**src/rtl/core/wsr_pkg.sv**
```systemverilog
// Shared types and constants for the windowed-sinc resampler.
// Used by the divider and the top level; depends on nothing.
`timescale 1ns / 1ps
`default_nettype none

package wsr_pkg;

    // Divider operand widths
    localparam int DVD_W = 64;
    localparam int DVS_W = 40;

    // Configuration port
    localparam int CFG_IDX_W  = 2;
    localparam int CFG_DATA_W = 11;

    localparam logic [CFG_IDX_W-1:0] REG_HALF_WIDTH = 2'd0;
    localparam logic [CFG_IDX_W-1:0] REG_ROW_LENGTH = 2'd1;

    localparam logic [3:0]  HALF_WIDTH_RST = 4'd4;
    localparam logic [10:0] ROW_LENGTH_RST = 11'd1024;

    // Command codes
    localparam logic CMD_LOAD  = 1'b0;
    localparam logic CMD_QUERY = 1'b1;

    // Fixed-point constants (Q30)
    localparam logic [31:0] PI_Q30  = 32'd3373259426;
    localparam logic [30:0] ONE_Q30 = 31'd1073741824;
    localparam logic [30:0] SC1     = 31'd1686629713;
    localparam logic [30:0] SC3     = 31'd693598669;
    localparam logic [30:0] SC5     = 31'd85569306;
    localparam logic [30:0] SC7     = 31'd5026995;
    localparam logic [30:0] SC9     = 31'd172272;

    typedef struct packed {
        logic               cmd;
        logic signed [31:0] position;
        logic signed [23:0] sample_re;
        logic signed [23:0] sample_im;
    } item_t;

    typedef struct packed {
        logic signed [31:0] out_re;
        logic signed [31:0] out_im;
        logic               out_of_range;
    } result_t;

    typedef struct packed {
        logic             start;
        logic [DVD_W-1:0] dividend;
        logic [DVS_W-1:0] divisor;
    } div_req_t;

    typedef struct packed {
        logic             done;
        logic [DVD_W-1:0] quotient;
    } div_rsp_t;

    // Horner coefficients after the innermost one, outermost last
    function automatic logic [30:0] horner_coef(input logic [1:0] step);
        logic [30:0] c;
        case (step)
            2'd0:    c = SC7;
            2'd1:    c = SC5;
            2'd2:    c = SC3;
            default: c = SC1;
        endcase
        return c;
    endfunction

endpackage

`default_nettype wire

```
**src/rtl/core/wsr_div.sv**
```systemverilog
// Restoring divider, one quotient bit per cycle.
// Depends on wsr_pkg for operand widths and request/response types.
`timescale 1ns / 1ps
`default_nettype none

module wsr_div (
    input  wire logic              clk,
    input  wire logic              rst_n,
    input  wire wsr_pkg::div_req_t req,
    output wsr_pkg::div_rsp_t      rsp
);

    localparam int DVD_W = wsr_pkg::DVD_W;
    localparam int DVS_W = wsr_pkg::DVS_W;
    localparam int CW    = $clog2(DVD_W);

    logic             run_reg, run_next;
    logic             done_reg, done_next;
    logic [CW-1:0]    cnt_reg, cnt_next;
    logic [DVS_W-1:0] rem_reg, rem_next;
    logic [DVS_W-1:0] dvs_reg, dvs_next;
    logic [DVD_W-1:0] quo_reg, quo_next;
    logic [DVS_W:0]   shifted;

    // Shift in the next dividend bit and try a subtract
    always_comb
    begin
        shifted   = {rem_reg, quo_reg[DVD_W-1]};
        run_next  = run_reg;
        done_next = 1'b0;
        cnt_next  = cnt_reg;
        rem_next  = rem_reg;
        dvs_next  = dvs_reg;
        quo_next  = quo_reg;
        if (req.start)
        begin
            run_next = 1'b1;
            cnt_next = '0;
            rem_next = '0;
            dvs_next = req.divisor;
            quo_next = req.dividend;
        end
        else if (run_reg)
        begin
            if (shifted >= {1'b0, dvs_reg})
            begin
                rem_next = DVS_W'(shifted - {1'b0, dvs_reg});
                quo_next = {quo_reg[DVD_W-2:0], 1'b1};
            end
            else
            begin
                rem_next = shifted[DVS_W-1:0];
                quo_next = {quo_reg[DVD_W-2:0], 1'b0};
            end
            cnt_next = CW'(cnt_reg + 1'b1);
            if (cnt_reg == CW'(DVD_W - 1))
            begin
                run_next  = 1'b0;
                done_next = 1'b1;
            end
        end
    end

    always_ff @(posedge clk or negedge rst_n)
    begin
        if (!rst_n)
        begin
            run_reg  <= 1'b0;
            done_reg <= 1'b0;
            cnt_reg  <= '0;
        end
        else
        begin
            run_reg  <= run_next;
            done_reg <= done_next;
            cnt_reg  <= cnt_next;
        end
    end

    always_ff @(posedge clk)
    begin
        rem_reg <= rem_next;
        dvs_reg <= dvs_next;
        quo_reg <= quo_next;
    end

    assign rsp.done     = done_reg;
    assign rsp.quotient = quo_reg;

endmodule

`default_nettype wire

```
**config.mk**
```make
export PLATFORM = sky130hd
export DESIGN_NAME = wsr_div
export DESIGN_NICKNAME = d
export VERILOG_FILES = /design/src/rtl/core/wsr_pkg.sv /design/src/rtl/core/wsr_div.sv
export SDC_FILE = /design/constraint.sdc
export NUM_CORES = 1
export LEC_CHECK = 0
export BUFFER_PORTS_ARGS = -buffer_cell sky130_fd_sc_hd__buf_2
export CAP_MARGIN = 20
export CORE_MARGIN = 4
export CORE_UTILIZATION = 30
export DETAILED_ROUTE_END_ITERATION = 6
export GPL_TIMING_DRIVEN = 1
export MAX_ROUTING_LAYER = met4
export PLACE_DENSITY = 0.6
export SLEW_MARGIN = 20
export SYNTH_ARGS = -nofsm -noshare
export SYNTH_HDL_FRONTEND = slang
export SYNTH_SLANG_ARGS = --single-unit
```
**constraint.sdc**
```tcl
create_clock -name clk -period 5.9 [get_ports clk]
set_input_delay 1.18 -clock clk [delete_from_list [all_inputs] [get_ports clk]]
set_output_delay 1.18 -clock clk [all_outputs]
set_load 0.005 [all_outputs]
```
==> impl_metrics.env <==
export IMPL_powerDensity_nw_per_um2=413
export IMPL_drt_initial_drc_count=335
export IMPL_slew_limit_headroom=0.400
export IMPL_grt_pass1_vias=6742
export IMPL_gr_usage_met2=0.230
export IMPL_critPathLaunchType="flop"
export IMPL_cp_end_kind="flop"
export IMPL_status="complete, no violations"
export IMPL_synthCells=785
export IMPL_dieArea_um2=31700
export IMPL_required_ps=6240
export IMPL_ys_top_cells_by_area="edfxtp_1, dfxtp_1, mux2_2"
export IMPL_io_pins=172
export IMPL_cts_root_buf="clkbuf_16"
export IMPL_use_met1=0.185
export IMPL_final_area_um2=10300
export IMPL_via_count=6565
export IMPL_ys_warn_count=0
export IMPL_ys_ff_latch=152
export IMPL_fmax_mhz=296
export IMPL_grt_use_met3=0.0454
export IMPL_synth_compound_area_share=0.139
export IMPL_synth_ff_type="edfxtp_1"
export IMPL_asyncSetResetFlopFracSynth=0.0526
export IMPL_register_area_um2=4130
export IMPL_hold_viol=0
export IMPL_crit_fanout=41
export IMPL_maxCapViolCount=0
export IMPL_synth_top_family_by_area="compound AO/OA/AOI/OAI gates"
export IMPL_grt_busiest_layer="met2"
export IMPL_ant_nets=0
export IMPL_final_cell_mix="buf_2, edfxtp_1, mux2_2"
export IMPL_synth_edf_count=104
export IMPL_placementRows=61
export IMPL_wl_um=22300
export IMPL_multi_input_area_um2=4070
export IMPL_die_h_um=178
export IMPL_grtUsageTotal=0.148
export IMPL_drc=0
export IMPL_p_leak_uw=0.00439
export IMPL_cts_resized=0
export IMPL_cts_tree="built"
export IMPL_area_growth_pct=19.2
export IMPL_finalNetCount=1081
export IMPL_synth_top_area_frac=0.360
export IMPL_largest_reg_flops=64
export IMPL_place_area_um2=9760
export IMPL_port_buffers=171
export IMPL_layout_min_cycle_time_ps=3380
export IMPL_cts_sinks=152
export IMPL_layout_commonest_cell="buf_2"
export IMPL_wl_per_cell_um=16.8
export IMPL_grt_pass1_wl_um=35500
export IMPL_synth_nets=934
export IMPL_clk_latency_ps=440
export IMPL_cts_made_buffers=17
export IMPL_synth_xor_area_share=0.0394
export IMPL_rsz0062_at_grt="no"
export IMPL_drtPass1Iterations=4
export IMPL_synthSimpleGateAreaFrac=0.102
export IMPL_ctsHoldBuffers=0
export IMPL_yosysSeqAreaShare=0.475
export IMPL_core_area_um2=28200
export IMPL_grt_max_degree=87
export IMPL_syn_area_um2=8670
export IMPL_synth_avg_cell_area_um2=11.0
export IMPL_hold_path_class="flop to flop"
export IMPL_overflow=0
export IMPL_drive_gt1_frac=0.308
export IMPL_fin_setup_tns_ps=0
export IMPL_synth_area_leader_cell="edfxtp_1"
export IMPL_post_cts_buffers=0
export IMPL_clk_pin_slew_worst_paths_ps=70
export IMPL_period_share=0.573
export IMPL_path_class="flop to flop"
export IMPL_hpwl_um=16300
export IMPL_vias_per_cell=4.95
export IMPL_synth_cell_types=72
export IMPL_start_util=0.308
export IMPL_finalSetupViolCount=0
export IMPL_synthAdderAreaFrac=0.0615
export IMPL_synthMuxAreaShare=0.128
export IMPL_cts_max_level=4
export IMPL_final_fill_count=2820
export IMPL_holdWs_ps=503
export IMPL_antenna_found_initial=3
export IMPL_finClkSkew_ps=13.9
export IMPL_tightest_slew_ps=901
export IMPL_worst_endpoint_arrival_ps=3720
export IMPL_die_w_um=178
export IMPL_finalMaxSlewViolations=0
export IMPL_ir_drop_uv=281
export IMPL_cts_buffer_depth=2
export IMPL_place_congestion=0.860
## area by class of cell
type / instances / area share
inverters: 51 / 0.0185
clock buffers: 17 / 0.0411
flip-flops and latches: 152 / 0.399
multi-input cells: 534 / 0.394
well taps: 378 / 0.0457
diodes: 3 / 0.000726
repair buffers: 176 / 0.0870
clock inverters: 15 / 0.0143
## critical path, stage by stage (launching register included)
cell and delay [ps]:
edfxtp_1 330, inv_1 50, ha_1 370, nand2_1 110, or4_1 520, a21oi_1 170
or3_4 180, a21oi_4 70, a21oi_4 180, a21o_2 150, buf_4 560, mux2_4 370
a22o_1 190
## power breakdown
group	internal [µW]	total (µW)	switching, µW
combinational	759	1720	964
clock	564	1080	518
sequential	1340	1470	132
total	2660	4280	1610
## routing by layer
metal | vias up | wire length, µm | share of wire
li1 | 3215 | - | -
met1 | 3100 | 10100 | 0.45
met3 | 17 | 1600 | 0.072
met5 | - | 0 | 0
met2 | 233 | 10200 | 0.46
met4 | 0 | 378 | 0.017
## final timing paths
path                             startpoint          end  slack [ps]  cells after the start
max in group asynchronous             rst_n      run_reg        5140                      1
worst max register to register  dvs_reg[11]  rem_reg[21]        2520                     12
worst min-delay path            rem_reg[17]  rem_reg[17]         500                      2
worst max-delay path            dvs_reg[11]  rem_reg[21]        2520                     12
worst min register to register  rem_reg[17]  rem_reg[17]         500                      2
min in group asynchronous             rst_n   cnt_reg[2]         570                      1
## kinds of logic after synthesis
family                   count (synthesis)
AND/OR/NAND/NOR                        179
adder cells (fa/ha/maj)                 42
multiplexers                           102
XOR/XNOR                                39
flip-flops                             152
buffers and inverters                   99
AO/OA/AOI/OAI                          172
## synthesized netlist by cell type, types with 2 or more instances
library cell  number
clkbuf_1          31
xor2_1            21
or4_1              2
a21o_1            20
a21oi_1           39
a21oi_4            4
nand4_1           18
ha_1              41
o21ai_2            2
dfxtp_1           40
mux2i_1           36
o311ai_0           2
o211ai_1           5
o21ai_1            2
o21ai_0           23
buf_12             3
nor2b_1            8
and2_1             3
nor2_1            59
buf_1              3
o31ai_1            5
a311oi_1           2
dfrtp_1            8
edfxtp_1         104
nor3b_1            4
nor3_1            12
nand2_1           36
a21oi_2            2
or3_1              3
nand2b_1           2
o21a_1             4
buf_2              4
inv_1             51
a31oi_1            7
nand4b_1           3
a211oi_1          37
nand3_1           12
xnor2_1           18
mux2_2            65
and3_1             8
buf_6              5
## metrics by stage
step / setup WS [ps] / instances / total power [µW] / util
2_1_floorplan: 2500 / 785 / 2870 / -
3_3_place_gp: 2560 / 1291 / 3200 / 0.347
3_5_place_dp: 2520 / 1291 / 3200 / 0.347
4_1_cts: 2500 / 1323 / 4310 / 0.367
5_1_grt: 2320 / 1326 / 4570 / 0.367
6_report: 2520 / 1326 / 4280 / 0.367
No activity file was read; power rests on OpenSTA's default activity.
